<file path="config.mk">
export PLATFORM = sky130hd
export DESIGN_NAME = thermal_escalation_supervisor_flat
export DESIGN_NICKNAME = d
export VERILOG_FILES = /design/src/hdl/tes_pkg.sv /design/src/hdl/tes_in_if.sv /design/src/hdl/tes_out_if.sv /design/src/hdl/thermal_escalation_supervisor.sv /design/src/flat_wrapper.sv
export SDC_FILE = /design/constraint.sdc
export NUM_CORES = 1
export LEC_CHECK = 0
export BUFFER_PORTS_ARGS = -buffer_cell sky130_fd_sc_hd__buf_4
export CAP_MARGIN = 20
export CORE_MARGIN = 2
export CORE_UTILIZATION = 40
export DETAILED_ROUTE_END_ITERATION = 12
export SLEW_MARGIN = 10
export SYNTH_ARGS = -nofsm -noshare
export SYNTH_HDL_FRONTEND = slang
export SYNTH_SLANG_ARGS = --single-unit
</file>
<file path="constraint.sdc">
create_clock -name clk -period 17.6 [get_ports clk]
set_input_delay 2.64 -clock clk [delete_from_list [all_inputs] [get_ports clk]]
set_output_delay 2.64 -clock clk [all_outputs]
set_load 0.005 [all_outputs]
</file>
<file path="src/hdl/tes_pkg.sv">
// Package with the shared types and constants of the thermal escalation supervisor.
package tes_pkg;

    localparam int TEMP_W  = 10;
    localparam int KIND_W  = 2;
    localparam int MODE_W  = 2;
    localparam int DIGIT_W = 6;
    localparam int TICK_W  = 4;
    localparam int CFG_IDX_W  = 2;
    localparam int CFG_DATA_W = 10;

    // Operating modes.
    localparam logic [MODE_W-1:0] MODE_NORMAL    = 2'd0;
    localparam logic [MODE_W-1:0] MODE_EMERGENCY = 2'd1;
    localparam logic [MODE_W-1:0] MODE_ABNORMAL  = 2'd2;

    // Input item kinds.
    localparam logic [KIND_W-1:0] KIND_SAMPLE = 2'd0;
    localparam logic [KIND_W-1:0] KIND_TICK   = 2'd1;
    localparam logic [KIND_W-1:0] KIND_BUTTON = 2'd2;

    // Configuration register indexes.
    localparam logic [CFG_IDX_W-1:0] CFG_EMERGENCY_LIMIT = 2'd0;
    localparam logic [CFG_IDX_W-1:0] CFG_BUTTON_FLOOR    = 2'd1;
    localparam logic [CFG_IDX_W-1:0] CFG_TICK_LIMIT      = 2'd2;

    // Reset values of the configuration registers.
    localparam logic [TEMP_W-1:0] EMERGENCY_LIMIT_RST = 10'd50;
    localparam logic [TEMP_W-1:0] BUTTON_FLOOR_RST    = 10'd40;
    localparam logic [TICK_W-1:0] TICK_LIMIT_RST      = 4'd14;

    localparam logic [DIGIT_W-1:0] ASCII_ZERO = 6'd48;

    // One result item.
    typedef struct packed {
        logic [MODE_W-1:0]  mode;
        logic               report_valid;
        logic [DIGIT_W-1:0] digit_hundreds;
        logic [DIGIT_W-1:0] digit_tens;
        logic [DIGIT_W-1:0] digit_ones;
        logic               fan_update;
        logic [TEMP_W-1:0]  fan_temperature;
        logic               shutdown;
    } tes_result_t;

endpackage

</file>
<file path="src/hdl/tes_in_if.sv">
// Input channel of the thermal escalation supervisor: valid, ready and the input item.
interface tes_in_if import tes_pkg::*; ();
    logic              valid;
    logic              ready;
    logic [KIND_W-1:0] kind;
    logic [TEMP_W-1:0] temperature;

    modport source (output valid, kind, temperature, input ready);
    modport sink   (input valid, kind, temperature, output ready);
endinterface

</file>
<file path="src/hdl/tes_out_if.sv">
// Output channel of the thermal escalation supervisor: valid, ready and the result item.
interface tes_out_if import tes_pkg::*; ();
    logic               valid;
    logic               ready;
    logic [MODE_W-1:0]  mode;
    logic               report_valid;
    logic [DIGIT_W-1:0] digit_hundreds;
    logic [DIGIT_W-1:0] digit_tens;
    logic [DIGIT_W-1:0] digit_ones;
    logic               fan_update;
    logic [TEMP_W-1:0]  fan_temperature;
    logic               shutdown;

    modport source (output valid, mode, report_valid, digit_hundreds, digit_tens, digit_ones,
                    fan_update, fan_temperature, shutdown, input ready);
    modport sink   (input valid, mode, report_valid, digit_hundreds, digit_tens, digit_ones,
                    fan_update, fan_temperature, shutdown, output ready);
endinterface

</file>
<file path="src/hdl/thermal_escalation_supervisor.sv">
// Top level of the thermal escalation supervisor: mode control, digit report and shutdown.
//
// The supervisor watches temperature samples, emergency timer ticks and button presses and
// produces exactly one result item for every input item, in order. An item is captured in an
// input register, evaluated against the mode state by one short combinational pass, and the
// result lands in an output register; the block accepts one item every cycle as long as the
// output side takes results. The throughput rests on the state update: mode, stored
// temperature, tick count and timer flag are read and written in the same cycle that the item
// is evaluated, so consecutive items always see the state left by the previous one. When the
// output is stalled the input register holds its item and input ready drops only once both
// registers are full. The three ASCII digits come from constant reciprocal multiplications,
// not a divider. Configuration registers are written through a plain write port and should
// only change while the block is idle. Abnormal mode latches until reset.
module thermal_escalation_supervisor import tes_pkg::*; (
    input  logic                  clk,
    input  logic                  rst_n,
    tes_in_if.sink                in_ch,
    tes_out_if.source             out_ch,
    input  logic                  cfg_we,
    input  logic [CFG_IDX_W-1:0]  cfg_index,
    input  logic [CFG_DATA_W-1:0] cfg_wdata
);

    // Configuration registers.
    logic [TEMP_W-1:0] emergency_limit_reg;
    logic [TEMP_W-1:0] button_floor_reg;
    logic [TICK_W-1:0] tick_limit_reg;

    // Input register.
    logic              s1_valid_reg;
    logic [KIND_W-1:0] s1_kind_reg;
    logic [TEMP_W-1:0] s1_temp_reg;

    // Supervisor state.
    logic [MODE_W-1:0] mode_reg,      mode_next;
    logic [TEMP_W-1:0] last_temp_reg, last_temp_next;
    logic [TICK_W-1:0] tick_count_reg, tick_count_next;
    logic              timer_run_reg, timer_run_next;

    // Output register.
    logic              out_valid_reg;
    tes_result_t       result_reg, result_next;

    logic out_free;
    logic s1_fire;
    logic in_fire;

    // Digit conversion signals.
    logic [15:0]       hund_prod;
    logic [3:0]        hund_q;
    logic [10:0]       hund_sub;
    logic [10:0]       rem_wide;
    logic [6:0]        rem;
    logic [14:0]       tens_prod;
    logic [3:0]        tens_q;
    logic [6:0]        tens_sub;
    logic [6:0]        ones_wide;
    logic [TICK_W:0]   tick_inc;

    assign out_free     = !out_valid_reg || out_ch.ready;
    assign s1_fire      = s1_valid_reg && out_free;
    assign in_ch.ready  = !s1_valid_reg || out_free;
    assign in_fire      = in_ch.valid && in_ch.ready;

    // Configuration write port.
    always_ff @(posedge clk or negedge rst_n)
    begin
        if (!rst_n)
        begin
            emergency_limit_reg <= EMERGENCY_LIMIT_RST;
            button_floor_reg    <= BUTTON_FLOOR_RST;
            tick_limit_reg      <= TICK_LIMIT_RST;
        end
        else if (cfg_we)
        begin
            case (cfg_index)
                CFG_EMERGENCY_LIMIT: emergency_limit_reg <= cfg_wdata[TEMP_W-1:0];
                CFG_BUTTON_FLOOR:    button_floor_reg    <= cfg_wdata[TEMP_W-1:0];
                CFG_TICK_LIMIT:      tick_limit_reg      <= cfg_wdata[TICK_W-1:0];
                default: ;
            endcase
        end
    end

    // Input register: loads whenever the channel hands over an item.
    always_ff @(posedge clk or negedge rst_n)
    begin
        if (!rst_n)
        begin
            s1_valid_reg <= 1'b0;
        end
        else if (in_fire)
        begin
            s1_valid_reg <= 1'b1;
        end
        else if (s1_fire)
        begin
            s1_valid_reg <= 1'b0;
        end
    end

    always_ff @(posedge clk)
    begin
        if (in_fire)
        begin
            s1_kind_reg <= in_ch.kind;
            s1_temp_reg <= in_ch.temperature;
        end
    end

    // Temperature to decimal digits. The reciprocal 41/4096 gives the exact quotient by 100
    // for every 10-bit value, and 205/2048 the exact quotient by 10 for values below 100.
    always_comb
    begin
        hund_prod = {6'd0, s1_temp_reg} * 16'd41;
        hund_q    = hund_prod[15:12];
        hund_sub  = {7'd0, hund_q} * 11'd100;
        rem_wide  = {1'b0, s1_temp_reg} - hund_sub;
        rem       = rem_wide[6:0];
        tens_prod = {8'd0, rem} * 15'd205;
        tens_q    = tens_prod[14:11];
        tens_sub  = {3'd0, tens_q} * 7'd10;
        ones_wide = rem - tens_sub;
    end

    // One evaluation pass: next state and the result item.
    always_comb
    begin
        mode_next       = mode_reg;
        last_temp_next  = last_temp_reg;
        tick_count_next = tick_count_reg;
        timer_run_next  = timer_run_reg;
        result_next     = '0;
        tick_inc        = {1'b0, tick_count_reg} + 5'd1;

        case (s1_kind_reg)
            KIND_SAMPLE:
            begin
                if (mode_reg == MODE_NORMAL)
                begin
                    timer_run_next  = 1'b0;
                    last_temp_next  = s1_temp_reg;
                    if (s1_temp_reg > emergency_limit_reg)
                    begin
                        mode_next = MODE_EMERGENCY;
                    end
                    result_next.report_valid    = 1'b1;
                    result_next.fan_update      = 1'b1;
                    result_next.fan_temperature = s1_temp_reg;
                end
                else if (mode_reg == MODE_EMERGENCY && !timer_run_reg)
                begin
                    // The first sample in emergency starts the timer and refreshes the fan
                    // from the stored reading, not from the new one.
                    timer_run_next              = 1'b1;
                    result_next.fan_update      = 1'b1;
                    result_next.fan_temperature = last_temp_reg;
                end
            end
            KIND_TICK:
            begin
                if (timer_run_reg)
                begin
                    if (tick_inc >= {1'b0, tick_limit_reg})
                    begin
                        mode_next            = MODE_ABNORMAL;
                        tick_count_next      = '0;
                        timer_run_next       = 1'b0;
                        result_next.shutdown = 1'b1;
                    end
                    else
                    begin
                        tick_count_next          = tick_inc[TICK_W-1:0];
                        last_temp_next           = s1_temp_reg;
                        result_next.report_valid = 1'b1;
                        if (s1_temp_reg <= emergency_limit_reg)
                        begin
                            mode_next       = MODE_NORMAL;
                            tick_count_next = '0;
                            timer_run_next  = 1'b0;
                        end
                    end
                end
            end
            KIND_BUTTON:
            begin
                // The button acts in every mode, abnormal included.
                if (last_temp_reg > button_floor_reg && last_temp_reg <= emergency_limit_reg)
                begin
                    result_next.shutdown = 1'b1;
                end
            end
            default: ;
        endcase

        if (result_next.report_valid)
        begin
            result_next.digit_hundreds = ASCII_ZERO + {2'd0, hund_q};
            result_next.digit_tens     = ASCII_ZERO + {2'd0, tens_q};
            result_next.digit_ones     = ASCII_ZERO + {2'd0, ones_wide[3:0]};
        end
        result_next.mode = mode_next;
    end

    // State update, one item per cycle unless the output is stalled.
    always_ff @(posedge clk or negedge rst_n)
    begin
        if (!rst_n)
        begin
            mode_reg       <= MODE_NORMAL;
            last_temp_reg  <= '0;
            tick_count_reg <= '0;
            timer_run_reg  <= 1'b0;
        end
        else if (s1_fire)
        begin
            mode_reg       <= mode_next;
            last_temp_reg  <= last_temp_next;
            tick_count_reg <= tick_count_next;
            timer_run_reg  <= timer_run_next;
        end
    end

    // Output register.
    always_ff @(posedge clk or negedge rst_n)
    begin
        if (!rst_n)
        begin
            out_valid_reg <= 1'b0;
        end
        else if (s1_fire)
        begin
            out_valid_reg <= 1'b1;
        end
        else if (out_ch.ready)
        begin
            out_valid_reg <= 1'b0;
        end
    end

    always_ff @(posedge clk)
    begin
        if (s1_fire)
        begin
            result_reg <= result_next;
        end
    end

    assign out_ch.valid           = out_valid_reg;
    assign out_ch.mode            = result_reg.mode;
    assign out_ch.report_valid    = result_reg.report_valid;
    assign out_ch.digit_hundreds  = result_reg.digit_hundreds;
    assign out_ch.digit_tens      = result_reg.digit_tens;
    assign out_ch.digit_ones      = result_reg.digit_ones;
    assign out_ch.fan_update      = result_reg.fan_update;
    assign out_ch.fan_temperature = result_reg.fan_temperature;
    assign out_ch.shutdown        = result_reg.shutdown;

    // Abnormal mode is left only through reset.
    assert property (@(posedge clk) disable iff (!rst_n)
        mode_reg == MODE_ABNORMAL |=> mode_reg == MODE_ABNORMAL)
        else $error("abnormal mode was left without reset");

    // The emergency timer only runs in emergency mode.
    assert property (@(posedge clk) disable iff (!rst_n)
        timer_run_reg |-> mode_reg == MODE_EMERGENCY)
        else $error("emergency timer running outside emergency mode");

    // The tick count always stays below the largest tick limit.
    assert property (@(posedge clk) disable iff (!rst_n)
        tick_count_reg != 4'd15)
        else $error("tick count reached an unreachable value");

    // A reported hundreds digit stays within the ASCII range the conversion can produce.
    assert property (@(posedge clk) disable iff (!rst_n)
        out_valid_reg && result_reg.report_valid |->
            result_reg.digit_hundreds >= ASCII_ZERO && result_reg.digit_hundreds <= 6'd58)
        else $error("hundreds digit out of range");

endmodule
</file>
<file path="src/flat_wrapper.sv">
// flat-port wrapper written by rule: the top's interface ports become plain ports
module thermal_escalation_supervisor_flat import tes_pkg::*;
  (clk, rst_n, cfg_we, cfg_index, cfg_wdata, in_ch_valid, in_ch_kind, in_ch_temperature, in_ch_ready, out_ch_valid, out_ch_mode, out_ch_report_valid, out_ch_digit_hundreds, out_ch_digit_tens, out_ch_digit_ones, out_ch_fan_update, out_ch_fan_temperature, out_ch_shutdown, out_ch_ready);
  tes_in_if in_ch_i ();
  tes_out_if out_ch_i ();
  input  logic clk;
  input  logic rst_n;
  input  logic cfg_we;
  input  logic [CFG_IDX_W-1:0] cfg_index;
  input  logic [CFG_DATA_W-1:0] cfg_wdata;
  input wire logic [$bits(in_ch_i.valid)-1:0] in_ch_valid;
  input wire logic [$bits(in_ch_i.kind)-1:0] in_ch_kind;
  input wire logic [$bits(in_ch_i.temperature)-1:0] in_ch_temperature;
  output wire logic [$bits(in_ch_i.ready)-1:0] in_ch_ready;
  output wire logic [$bits(out_ch_i.valid)-1:0] out_ch_valid;
  output wire logic [$bits(out_ch_i.mode)-1:0] out_ch_mode;
  output wire logic [$bits(out_ch_i.report_valid)-1:0] out_ch_report_valid;
  output wire logic [$bits(out_ch_i.digit_hundreds)-1:0] out_ch_digit_hundreds;
  output wire logic [$bits(out_ch_i.digit_tens)-1:0] out_ch_digit_tens;
  output wire logic [$bits(out_ch_i.digit_ones)-1:0] out_ch_digit_ones;
  output wire logic [$bits(out_ch_i.fan_update)-1:0] out_ch_fan_update;
  output wire logic [$bits(out_ch_i.fan_temperature)-1:0] out_ch_fan_temperature;
  output wire logic [$bits(out_ch_i.shutdown)-1:0] out_ch_shutdown;
  input wire logic [$bits(out_ch_i.ready)-1:0] out_ch_ready;
  assign in_ch_i.valid = in_ch_valid;
  assign in_ch_i.kind = in_ch_kind;
  assign in_ch_i.temperature = in_ch_temperature;
  assign in_ch_ready = in_ch_i.ready;
  assign out_ch_valid = out_ch_i.valid;
  assign out_ch_mode = out_ch_i.mode;
  assign out_ch_report_valid = out_ch_i.report_valid;
  assign out_ch_digit_hundreds = out_ch_i.digit_hundreds;
  assign out_ch_digit_tens = out_ch_i.digit_tens;
  assign out_ch_digit_ones = out_ch_i.digit_ones;
  assign out_ch_fan_update = out_ch_i.fan_update;
  assign out_ch_fan_temperature = out_ch_i.fan_temperature;
  assign out_ch_shutdown = out_ch_i.shutdown;
  assign out_ch_i.ready = out_ch_ready;
  thermal_escalation_supervisor u_core (.clk(clk), .rst_n(rst_n), .in_ch(in_ch_i), .out_ch(out_ch_i), .cfg_we(cfg_we), .cfg_index(cfg_index), .cfg_wdata(cfg_wdata));
endmodule
</file>
Yosys cells after proc, flatten, opt, wreduce, memory -nomap -nowiden
Index checks and enable logic that the tools add are counted.

cells by class
  eq/ne operators = 9
  $lt $le $gt $ge = 5
  add/subtract/negate cells = 6
  reductions and logical operators = 21
  mux-type cells = 32
  $mul = 4

operators with widths
  cell                                                                  count
  10-bit two-way mux                                                    3
  11-bit two-way mux                                                    2
  10-bit > comparator                                                   2
  10-bit <= comparator                                                  2
  10-bit one-hot mux with 2 select lines                                1
  5-bit by 5-bit adder with 6-bit output, first input constant          3
  10-bit by 6-bit multiplier with 16-bit output, second input constant  1
  7-bit by 8-bit multiplier with 15-bit output, second input constant   1
  1-bit two-way mux                                                     15
  2-bit two-way mux                                                     5
  4-bit two-way mux                                                     2
  7-bit subtractor                                                      1
  2-bit by 1-bit == test with 1-bit output, second input constant       3
  2-bit zero test                                                       3
  1-bit one-hot mux with 2 select lines                                 3
  2-bit AND reduction                                                   3
  3-bit AND reduction                                                   2
  2-bit nonzero test                                                    3
  4-bit by 1-bit adder with 5-bit output, second input constant         1
  5-bit by 4-bit >= comparator with 1-bit output                        1
  4-bit by 5-bit multiplier with 5-bit output, second input constant    1
  5-bit AND reduction                                                   1
  2-bit == test, second input constant                                  2
  1-bit logical AND                                                     4
  8 further kinds                                                       12

word-level totals
  register bits after elaboration = 88
  input port bits = 29

Depth between registers and ports, before layout
Gate-level depths: netlist of the first run.

  depth in word-level cells = 7
  mapped depth = 33
  mapped depth without buffers = 33

Worst setup path before layout of the first run
Ideal clock, no wire load.

  path kind = register to register
  from = reg u_core.s1_temp_reg[4]
  to = reg u_core.result_reg (netlist bit u_core.out_ch.digit_ones[3]) (data pin)
  setup slack = 9.786 ns
  arrival time = 7.548 ns
  path buffers = 0
  stages on the path, launching flop included = 32
  period minus slack after synthesis = 7.814 ns
  data required time = 17.334 ns
  cells stage by stage = edfxtp_1 -> ha_1 -> fa_1 -> ha_1 -> ha_1 -> a211oi_1 -> nor2_1 -> a211oi_2 -> inv_1 -> a21oi_1 -> xor2_1 -> inv_1 -> fa_1 -> xor2_1 -> xnor2_1 -> ha_1 -> ha_1 -> fa_1 -> inv_1 -> fa_1 -> inv_1 -> ha_1 -> a21oi_1 -> a211o_1 -> a21boi_2 -> a211oi_1 -> xnor2_2 -> ha_1 -> fa_1 -> xnor2_1 -> xnor3_1 -> nor2_1

between the ends
  longest elaborated chain between the ends = 7

ends and longest elaborated chain
  what                                           line                                  text
  start: declaration                             thermal_escalation_supervisor.sv:32   logic [TEMP_W-1:0] s1_temp_reg;
  start signal: assignment                       thermal_escalation_supervisor.sv:107  s1_temp_reg <= in_ch.temperature;
  10-bit by 6-bit multiplier with 16-bit output  thermal_escalation_supervisor.sv:115  hund_prod = {6'd0, s1_temp_reg} * 16'd41;
  named net u_core.hund_prod[13]                 thermal_escalation_supervisor.sv:49   logic [15:0] hund_prod;
  4-bit by 5-bit multiplier with 5-bit output    thermal_escalation_supervisor.sv:117  hund_sub = {7'd0, hund_q} * 11'd100;
  7-bit subtractor                               thermal_escalation_supervisor.sv:118  rem_wide = {1'b0, s1_temp_reg} - hund_sub;
  7-bit by 8-bit multiplier with 15-bit output   thermal_escalation_supervisor.sv:120  tens_prod = {8'd0, rem} * 15'd205;
  named net u_core.tens_prod[11]                 thermal_escalation_supervisor.sv:54   logic [14:0] tens_prod;
  4-bit by 3-bit multiplier with 3-bit output    thermal_escalation_supervisor.sv:122  tens_sub = {3'd0, tens_q} * 7'd10;
  4-bit subtractor                               thermal_escalation_supervisor.sv:123  ones_wide = rem - tens_sub;
  5-bit by 5-bit adder with 6-bit output         thermal_escalation_supervisor.sv:200  result_next.digit_ones = ASCII_ZERO + {2'd0, ones_wide[3:0]};
  end signal: assignment                         thermal_escalation_supervisor.sv:245  result_reg <= result_next;
  end: declaration                               thermal_escalation_supervisor.sv:42   tes_result_t result_reg, result_next;

The timed path passes the listed nets, and every way through them passes these cells.
A chain may end at the register's enable or synchronous reset.

Final worst setup path of the first run
Same ends and word-level chain as after synthesis.

==> qor.txt, run 1 <==
Cts hold-fix bufs = 0
Die width = 125 um
Worst slew margin = 29.3%
Area Overhead vs Synth = 16.0%
DRT Wirelength = 11,900 um
Worst setup EP type = flop
Status = complete, no violations
First-pass GRT wire length = 20,000 um
Syn Inst Count = 514
Crit start category = flop
Max-cap violations = 0
CTS tree = done
Worst hold path depth = 1
Crit share post-route = 47.9%
Reg2Reg Launch Point = u_core.s1_temp_reg[4]
Top_reg_cell synth = edfxtp_1
Slowest CP cell = edfxtp_1
WL/cell = 15.5 um
Vias in the first global route = 4,083
IO Pins = 64
Antenna Cells = 0
WHS Endpoint = u_core.out_ch.valid
Yosys warns = 0
Share of layout cells above drive strength 1 = 21.3%
Crit-path max FO = 9
PortBufs = 63
Hold Path Class = reg -> reg
Final period demand of the worst path = 8.43 ns
Clk_lat worst skew = 0.34 ns
Fraction of registers with async set/reset = 51.8%
Fin Setup TNS = 0 ns
Clk_skew = 0.00493 ns
FF-to-FF path depth = 31
Post-CTS sizing = 0
Multiplexer share of the synthesized area = 4.76%
DP HPWL = 9330 um
Final setup viols = 0
First DRT Iteration DRCs = 226
Die area = 0.0157 mm2
# clock sinks = 83
CTS H-tree depth = 3
Core ar. = 0.0145 mm2
#FFs+latches synth = 83
Initial antenna violation count = 0
Final hold vios = 0
Largest stage delay, worst path = 0.56 ns
Simple-gate share of the synthesized area = 8.37%
Total track usage = 15.8%
Die H = 125 um
DRT antenna net count = 0
Via density = 5.20
CTS max path bufs = 2
Worst EP required = 17.65 ns
Vias = 3,984
Netlist cell types = 56
Reg-to-reg endpoint = u_core.out_ch.digit_ones[3]
Cell area after synthesis = 0.00589 mm2
Drt first pass iters = 4
Syn_nets = 666
Setup slack, reg-to-reg = 9.17 ns
Most used cell, CP = ha_1
Critical Path AT = 8.48 ns
Initial Utilization = 40.7%
Final Slew Violations = 0
Clock slew at reported path FFs = 0.06 ns
Placer Congestion = 0.840
Gr ovfl total = 0
Std-Cell Rows = 44
Fin nets = 729
Mean Syn Cell Area = 11.5 um2
Xor/xnor cell area share of the yosys netlist = 3.33%
Inserted Clock Buffers = 9
Hold wc startpoint = u_core.s1_valid_reg
Crit Path Category = reg -> reg
Post CTS Setup Buffer Count = 0
EDFF count, synth = 40
RSZ-0062 raised after global routing = false
Largest net degree at the start of global routing = 44
F_max = 119 MHz
Largest family of logic cells by synthesized area = adder cells
Worst Tran Pin Value = 1.06 ns
CTS root buffer = clkbuf_16
Sequential-to-total area share from yosys stat = 38.8%
Post-synthesis compound-gate area fraction = 11.5%
Adder-cell share of the synthesized area = 28.2%
Residual DRC count = 0
-- placed cells by master, fill, tap and decap left out, drive strengths merged, types with 11 or more instances in the layout --
cell    netlist  routed
ha          109     109
buf           5      65
inv          60      62
edfxtp       40      40
dfrtp        35      35
o21ai        25      25
mux2         24      24
nand2        23      23
fa           14      14
a21oi        14      14
nor2         13      13
nand3        12      12
nor2b        11      11
a22o         11      11
xnor2        11      11
-- synthesized netlist by cell type (3+ instances only) --
cell type    n  area share, %
or2_2        3           0.32
nor3_1       4           0.34
edfxtp_1    40             20
fa_1        14            4.8
clkbuf_1     8           0.51
xnor2_1     10            1.5
inv_1       60            3.8
and2_1       5           0.53
nor2_1      13           0.83
a21oi_1     11           0.93
nand3_1     12            1.0
nand4_1      7           0.74
dfrtp_1     35             15
a211oi_1     3           0.38
xor2_1       8            1.2
nand3b_1     4           0.51
o211ai_1     4           0.51
o21a_1       7           0.89
mux2_2      22            4.2
nand2_1     23            1.5
dfstp_2      8            3.6
nor2b_1     11            1.2
ha_1       109             23
buf_4        5           0.64
a22o_1      11            1.6
o21ai_0     23            2.0
nand2b_1     5           0.53
a21o_1      10            1.3
a31oi_1      3           0.32
-- worst max-delay path by stage --
stage | from | endpoint | slack (ns) | cells after the start
finish | u_core.s1_temp_reg[4] | u_core.out_ch.digit_ones[3] | 9.17 | 31
global route | u_core.s1_temp_reg[4] | u_core.out_ch.digit_ones[3] | 8.58 | 31
CTS | u_core.s1_temp_reg[4] | u_core.out_ch.digit_ones[3] | 9.15 | 31
detailed placement | u_core.s1_temp_reg[4] | u_core.out_ch.digit_ones[3] | 9.17 | 31
global placement | u_core.s1_temp_reg[4] | u_core.out_ch.digit_ones[3] | 9.41 | 31
floorplan | u_core.s1_temp_reg[4] | u_core.out_ch.digit_ones[3] | 9.79 | 31
-- critical path: cells and delay by family, from the launching register on --
family / cells / cell delay, ns
flip-flops: 1 / 0.56
AO/OA/AOI/OAI: 7 / 1.54
AND/OR/NAND/NOR: 2 / 0.14
XOR/XNOR: 6 / 1.28
adder cells (fa/ha/maj): 12 / 4.35
buffers and inverters: 4 / 0.27
-- cells by family (layout without fill, tap and decap cells) --
group	count (synthesis)	in the layout
and+or+nand+nor	94	94
adders and majority gates	125	125
muxes	25	25
xor gates and xnor gates	20	20
DFF	83	83
AOI/OAI and AO/OA	94	94
buffers and inverters	73	141
-- per-layer routing --
| layer | vias to the layer above | GRT usage (%) | wire (um) |
|---|---|---|---|
| li1 | 1971 | - | - |
| met1 | 1923 | 22.0 | 5720 |
| met2 | 81 | 25.6 | 5530 |
| met3 | 9 | 3.12 | 501 |
| met4 | 0 | 3.53 | 107 |
| met5 | - | 0 | 0 |
-- area by class of cell --
type,count,area [um2]
Clock inverter,7,61.3
Timing Repair Buffer,65,488
Tap cell,184,230
Clock buffer,9,225
Multi-Input combinational cell,358,3320
Inverter,60,225
Sequential cell,83,2290
Fill cell,1336,7640
-- stage by stage --
stage / worst slack (ns) / cell area (um2) / util [%] / std cells / hold WS, ns
floorplan: 9.79 / 5890 / - / 514 / 0.449
global placement: 9.41 / 6550 / 45.2 / 750 / 0.465
detailed placement: 9.17 / 6550 / 45.2 / 750 / 0.479
CTS: 9.15 / 6830 / 47.2 / 766 / 0.497
global route: 8.58 / 6830 / 47.2 / 766 / 0.514
finish: 9.17 / 6830 / 47.2 / 766 / 0.488
Power of run 1 is left out: the tool's default activity adds up to more than one toggle a clock period on the data nets, which glitch-free logic cannot reach.
==> run 2, diff against run 1 <==
ABC_AREA = 1   (was unset)
clock period = 7.8 ns   (was 17.6 ns; I/O delays follow)
==> run 2 against run 1 <==
Critical path depth up 10. Count of clock-buffer cells in the layout is the same. First-iteration DRC count increased by 8.8%. Design area grew 10%.
==> qor.txt, run 2 <==
Fraction of registers with async set/reset = 51.8% (unchanged)
Netlist cell types = 34 (-39%)
Commonest non-fill, non-tap cell in the layout = nand2_1
Clock slew at reported path FFs = 0.07 ns (about the same)
Top_reg_cell synth = edfxtp_1
Crit share post-route = 96.5% (+49 points)
Status = complete, no violations
DRT Wirelength = 14,300 um (+20%)
Crit start category = flop
Initial antenna violation count = 0 (unchanged)
Largest stage delay, worst path = 0.51 ns (-0.05 ns)
Reg2Reg Launch Point = u_core.s1_temp_reg[5]
Gr ovfl total = 0 (unchanged)
Sequential-to-total area share from yosys stat = 37.7% (-1.1 points)
Hold wc startpoint = u_core.emergency_limit_reg[6]
Placer Congestion = 0.897 (+6.8%)
Cell area after synthesis = 0.00606 mm2 (+2.9%)
Share of layout cells above drive strength 1 = 20.3% (-1.0 points)
Top post-synthesis cells by area = ha_1, edfxtp_1, dfrtp_1, nand2_1, inv_1
Crit-path max FO = 4 (-5)
CTS H-tree depth = 3 (unchanged)
Clk_skew = 0.00932 ns (+0.00439 ns)
DRT antenna net count = 0 (unchanged)
Drt first pass iters = 5 (+1)
CTS root buffer = clkbuf_16
WHS = 0.487 ns (-0.00136 ns)
WL met1 = 6600 um (+15%)
Critical Path AT = 7.64 ns (-0.84 ns)
Syn_nets = 841 (+26%)
Die H = 127 um (+1.4%)
Worst EP required = 7.91 ns (-9.74 ns)
IO Pins = 64 (unchanged)
Vias = 4,837 (+21%)
Worst hold path depth = 2 (+1)
Worst slew margin = 54.3% (+25 points)
Max-cap violations = 0 (unchanged)
FF-to-FF path depth = 41 (+32%)
Die area = 0.0162 mm2 (+2.8%)
# clock sinks = 83 (unchanged)
Routed wl met2 = 6840 um (+24%)
Largest net degree at the start of global routing = 44 (unchanged)
Synth top area share = 22.5% (-0.65 points)
Fill cell count = 1,340 (+0.30%)
Core ar. = 0.0146 mm2 (+1.1%)
WHS Endpoint = u_core.emergency_limit_reg[6]
Clk_lat worst skew = 0.35 ns (about the same)
Std-Cell Rows = 44 (unchanged)
Via density = 5.02 (-3.4%)
First DRT Iteration DRCs = 246 (+8.8%)
CTS tree = done
Residual DRC count = 0 (unchanged)
Met3 WL = 502 um (+0.20%)
Synth top cells by count = nand2_1, inv_1, ha_1, o21ai_0, nand3_1
Design Area, Final = 0.00754 mm2 (+10%)
#FFs+latches synth = 83 (unchanged)
Slowest CP cell = fa_1
Most frequent cells in the layout = nand2_1, inv_1, ha_1
Syn Inst Count = 689 (+34%)
Final period demand of the worst path = 7.53 ns (-0.898 ns)
Final Slew Violations = 0 (unchanged)
WL/cell = 14.8 um (-4.3%)
Total track usage = 17.3% (+1.6 points)
Mean Syn Cell Area = 8.80 um2 (-23%)
Post-DP Area = 0.00672 mm2 (+2.6%)
Final setup viols = 0 (unchanged)
Multi-input logic area = 0.00358 mm2 (+7.8%)
F_max = 133 MHz (+12%)
Area Overhead vs Synth = 24.4%
Hold Path Class = reg -> reg
Initial Utilization = 41.4% (+0.70 points)
PortBufs = 63 (unchanged)
Cts hold-fix bufs = 0 (unchanged)
Fin nets = 926 (+27%)
FF/Latch Area = 0.00229 mm2 (unchanged)
Final hold vios = 0 (unchanged)
Final core occ = 51.5% (+4.3 points)
Most common cell in the netlist = nand2_1
Yosys warns = 0 (unchanged)
Reg-to-reg endpoint = u_core.out_ch.digit_ones[3]
Worst Tran Pin Value = 0.684 ns (-0.371 ns)
Setup slack, reg-to-reg = 0.27 ns (-8.90 ns)
Die width = 127 um (+1.4%)
CTS max path bufs = 2 (unchanged)
First-pass GRT wire length = 22,200 um (+11%)
DR top layer = met4
Worst setup EP type = flop
EDFF count, synth = 40 (unchanged)
DP HPWL = 10,600 um (+13%)
Most used cell, CP = nand2_1
Inserted Clock Buffers = 9 (unchanged)
Vias in the first global route = 4,797 (+17%)
Antenna Cells = 0 (unchanged)
Yosys top cell by area = ha_1
Crit Path Category = reg -> reg
## run 2: critical path: cells and delay by family (launching register included)
family / cells / cell delay [ns]
adder cells (fa/ha/maj): 13 / 4.15
XOR/XNOR: 2 / 0.36
flip-flops: 1 / 0.45
AND/OR/NAND/NOR: 19 / 1.59
buffers and inverters: 5 / 0.48
AO/OA/AOI/OAI: 2 / 0.26
## run 2: final cells by class
| cell class | instances | share of cell area, % |
|---|---|---|
| Multi-Input combinational cell | 471 | 47.4 |
| Sequential cell | 83 | 30.3 |
| Timing Repair Buffer | 88 | 8.86 |
| Inverter | 121 | 6.02 |
| Tap cell | 184 | 3.05 |
| Clock buffer | 9 | 2.99 |
| Clock inverter | 7 | 1.31 |
## run 2: metrics by stage
stage                     setup TNS [ns]  std cells  worst slack [ns]
final                                  0        963             0.271
after floorplan                        0        689             0.646
after global placement                 0        926             0.249
after global routing              -0.177        963            -0.177
after detailed placement               0        926            0.0368
after CTS                              0        942            0.0411
## run 2: worst max-delay path by stage
stage,slack (ns),startpoint,cells after the start,end
after global routing,-0.18,u_core.s1_temp_reg[5],41,u_core.out_ch.digit_ones[3]
after floorplan,0.65,u_core.s1_temp_reg[6],40,u_core.out_ch.digit_ones[3]
after CTS,0.04,u_core.s1_temp_reg[4],41,u_core.out_ch.digit_ones[3]
after global placement,0.25,u_core.s1_temp_reg[3],41,u_core.out_ch.digit_ones[3]
after detailed placement,0.04,u_core.s1_temp_reg[4],42,u_core.out_ch.digit_ones[3]
final,0.27,u_core.s1_temp_reg[5],41,u_core.out_ch.digit_ones[3]
## run 2: logic make-up (layout without fill, tap and decap cells)
kind of cell	after synthesis	count (layout)	synth area share (%)
AOI/OAI and AO/OA	89	89	8.03
xor gates and xnor gates	10	10	1.44
adders and majority gates	123	123	27.1
buffers and inverters	135	225	8.79
DFF	83	83	37.7
and+or+nand+nor	249	249	16.9
## run 2: timing repair
action | 4_1_cts | 5_1_grt
resized for setup | 0 | 45
endpoints found under the setup margin | 0 | 2
hold endpoints to repair | 0 | 0
setup buffers | 0 | 21
## run 2: metal layers
layer / vias to the layer above / global-route usage, %
met5: - / 0
met4: 0 / 7.76
met3: 26 / 3.64
met2: 104 / 28.1
met1: 2282 / 22.5
li1: 2425 / -
Power of run 2 is left out for the same reason.
==> run 3, diff against run 2 <==
CAP_MARGIN = unset   (was 20)
CORE_UTILIZATION = 23   (was 40)
==> run 3 against run 2 <==
Critical path depth shrank 1. Wire length down 1.4%. Worst hold slack worse by 0.0045 ns. Cell count increased by 15%. First-iteration DRC count rose by 9.8%. Clock skew rose by 0.00051 ns. Maximum frequency is 1.4% higher.
==> qor.txt, run 3 (synthesis gave the netlist of run 2 again) <==
Status = complete, no violations
CTS tree = done
DRT antenna net count = 0 (unchanged)
Crit share post-route = 95.2% (-1.3 points)
Crit start category = flop
First DRT Iteration DRCs = 270 (+9.8%)
Die area = 0.0277 mm2 (+71%)
Cts hold-fix bufs = 0 (unchanged)
WL/cell = 12.7 um (-14%)
Final hold vios = 0 (unchanged)
Placer Congestion = 0.812 (-9.4%)
Residual DRC count = 0 (unchanged)
IO Pins = 64 (unchanged)
Core ar. = 0.0260 mm2 (+77%)
Vias in the first global route = 4,538 (-5.4%)
Reg-to-reg endpoint = u_core.out_ch.digit_ones[3]
Crit Path Category = reg -> reg
Share of layout cells above drive strength 1 = 19.1% (-1.2 points)
Crit-path max FO = 4 (unchanged)
Hold Path Class = reg -> reg
Final period demand of the worst path = 7.43 ns (-0.103 ns)
Clk_lat worst skew = 0.34 ns (about the same)
Pre-CTS setup slack = 0.123 ns (+0.0862 ns)
Commonest non-fill, non-tap cell in the layout = nand2_1
FF/Latch Area = 0.00229 mm2 (unchanged)
First-pass GRT wire length = 22,500 um (+1.1%)
Total track usage = 10.0% (-7.3 points)
PortBufs = 63 (unchanged)
WHS = 0.482 ns (-0.00455 ns)
Worst slew margin = 54.9% (+0.58 points)
Antenna Cells = 0 (unchanged)
FF-to-FF path depth = 40 (-2.4%)
Final core occ = 29.1% (-22 points)
Die H = 166 um (+31%)
Final setup viols = 0 (unchanged)
Largest net degree at the start of global routing = 44 (unchanged)
Slowest CP cell = edfxtp_1
Area Overhead vs Synth = 24.9%
Worst setup EP type = flop
Largest stage delay, worst path = 0.52 ns (about the same)
Initial antenna violation count = 0 (unchanged)
Final Slew Violations = 0 (unchanged)
DP HPWL = 11,100 um (+5.2%)
Clock slew at reported path FFs = 0.06 ns (about the same)
DRT Wirelength = 14,100 um (-1.4%)
Multi-input logic area = 0.00350 mm2 (-2.2%)
Via density = 4.21 (-16%)
Worst EP required = 7.90 ns (about the same)
Most frequent cells in the layout = nand2_1, inv_1, ha_1
Fin nets = 921 (-0.54%)
Reg2Reg Launch Point = u_core.s1_temp_reg[3]
Worst Tran Pin Value = 0.673 ns (-0.0104 ns)
Setup slack, reg-to-reg = 0.37 ns (+0.10 ns)
CTS root buffer = clkbuf_16
Die width = 166 um (+31%)
Inserted Clock Buffers = 9 (unchanged)
Drt first pass iters = 4 (-1)
Std-Cell Rows = 59 (+34%)
Max-cap violations = 0 (unchanged)
Fin Setup TNS = 0 ns (unchanged)
Clk_skew = 0.00983 ns (+0.000509 ns)
CTS max path bufs = 2 (unchanged)
Fill cell count = 2,786 (+110%)
Final WS setup = 0.375 ns (+0.103 ns)
CP Launch Point = u_core.s1_temp_reg[3]
Most used cell, CP = nand2_1
Initial Utilization = 23.3% (-18 points)
Crit path capture = u_core.out_ch.digit_ones[3]
Critical Path AT = 7.53 ns (-0.11 ns)
Gr ovfl total = 0 (unchanged)
F_max = 135 MHz (+1.4%)
Vias = 4,665 (-3.6%)
CTS H-tree depth = 3 (unchanged)
# clock sinks = 83 (unchanged)
[run 3: cell count changes in the layout (fill, tap and decap cells not counted), sizes merged]
cell | previous run | this run
buf | 88 | 83
inv | 124 | 122
bufinv | 2 | 1
clkbuf | 9 | 10
clkinv | 2 | 3
clkinvlp | 0 | 1
[run 3: routing by layer]
metal	share of wire [%]	GRT usage, %
met1	49	13.8
met4	1.0	2.36
met3	4.5	2.29
met2	45	16.0
met5	0	0
[run 3: how the worst min path moves through the flow]
stage                                       start                       endpoint  slack (ns)  cells after the start
floorplan              u_core.button_floor_reg[1]     u_core.button_floor_reg[1]        0.45                      2
CTS                    u_core.button_floor_reg[6]     u_core.button_floor_reg[6]        0.49                      2
global placement    u_core.emergency_limit_reg[2]  u_core.emergency_limit_reg[2]        0.47                      2
global route        u_core.emergency_limit_reg[9]  u_core.emergency_limit_reg[9]        0.52                      2
finish                 u_core.button_floor_reg[6]     u_core.button_floor_reg[6]        0.48                      2
detailed placement     u_core.button_floor_reg[6]     u_core.button_floor_reg[6]        0.47                      2
[run 3: cell type report]
type                            instances  area share [%]
Inverter                              121            6.00
Tap cell                              335            5.53
Clock buffer                           10            3.02
Clock inverter                          6           0.843
Sequential cell                        83            30.2
Multi-Input combinational cell        471            46.2
Timing Repair Buffer                   83            8.23
[run 3: stage by stage]
step                instances  instance area (um2)
global placement         1076                 6900
detailed placement       1076                 6900
CTS                      1092                 7190
global route             1109                 7570
finish                   1109                 7570
floorplan                 689                 6060
[run 3: timing repair]
action	CTS	global route
gates resized for setup	0	38
setup buffers	0	17
endpoints found under the setup margin	0	2
[run 3: worst max-delay path, delay by kind of cell (launching register included)]
| family | cells | cell delay, ns |
|---|---|---|
| simple gates | 17 | 1.33 |
| fa+ha+maj | 12 | 3.88 |
| xor+xnor | 3 | 0.50 |
| flops | 1 | 0.52 |
| buf+inv | 6 | 0.39 |
| compound gates | 2 | 0.56 |
Power of run 3 is left out for the same reason.
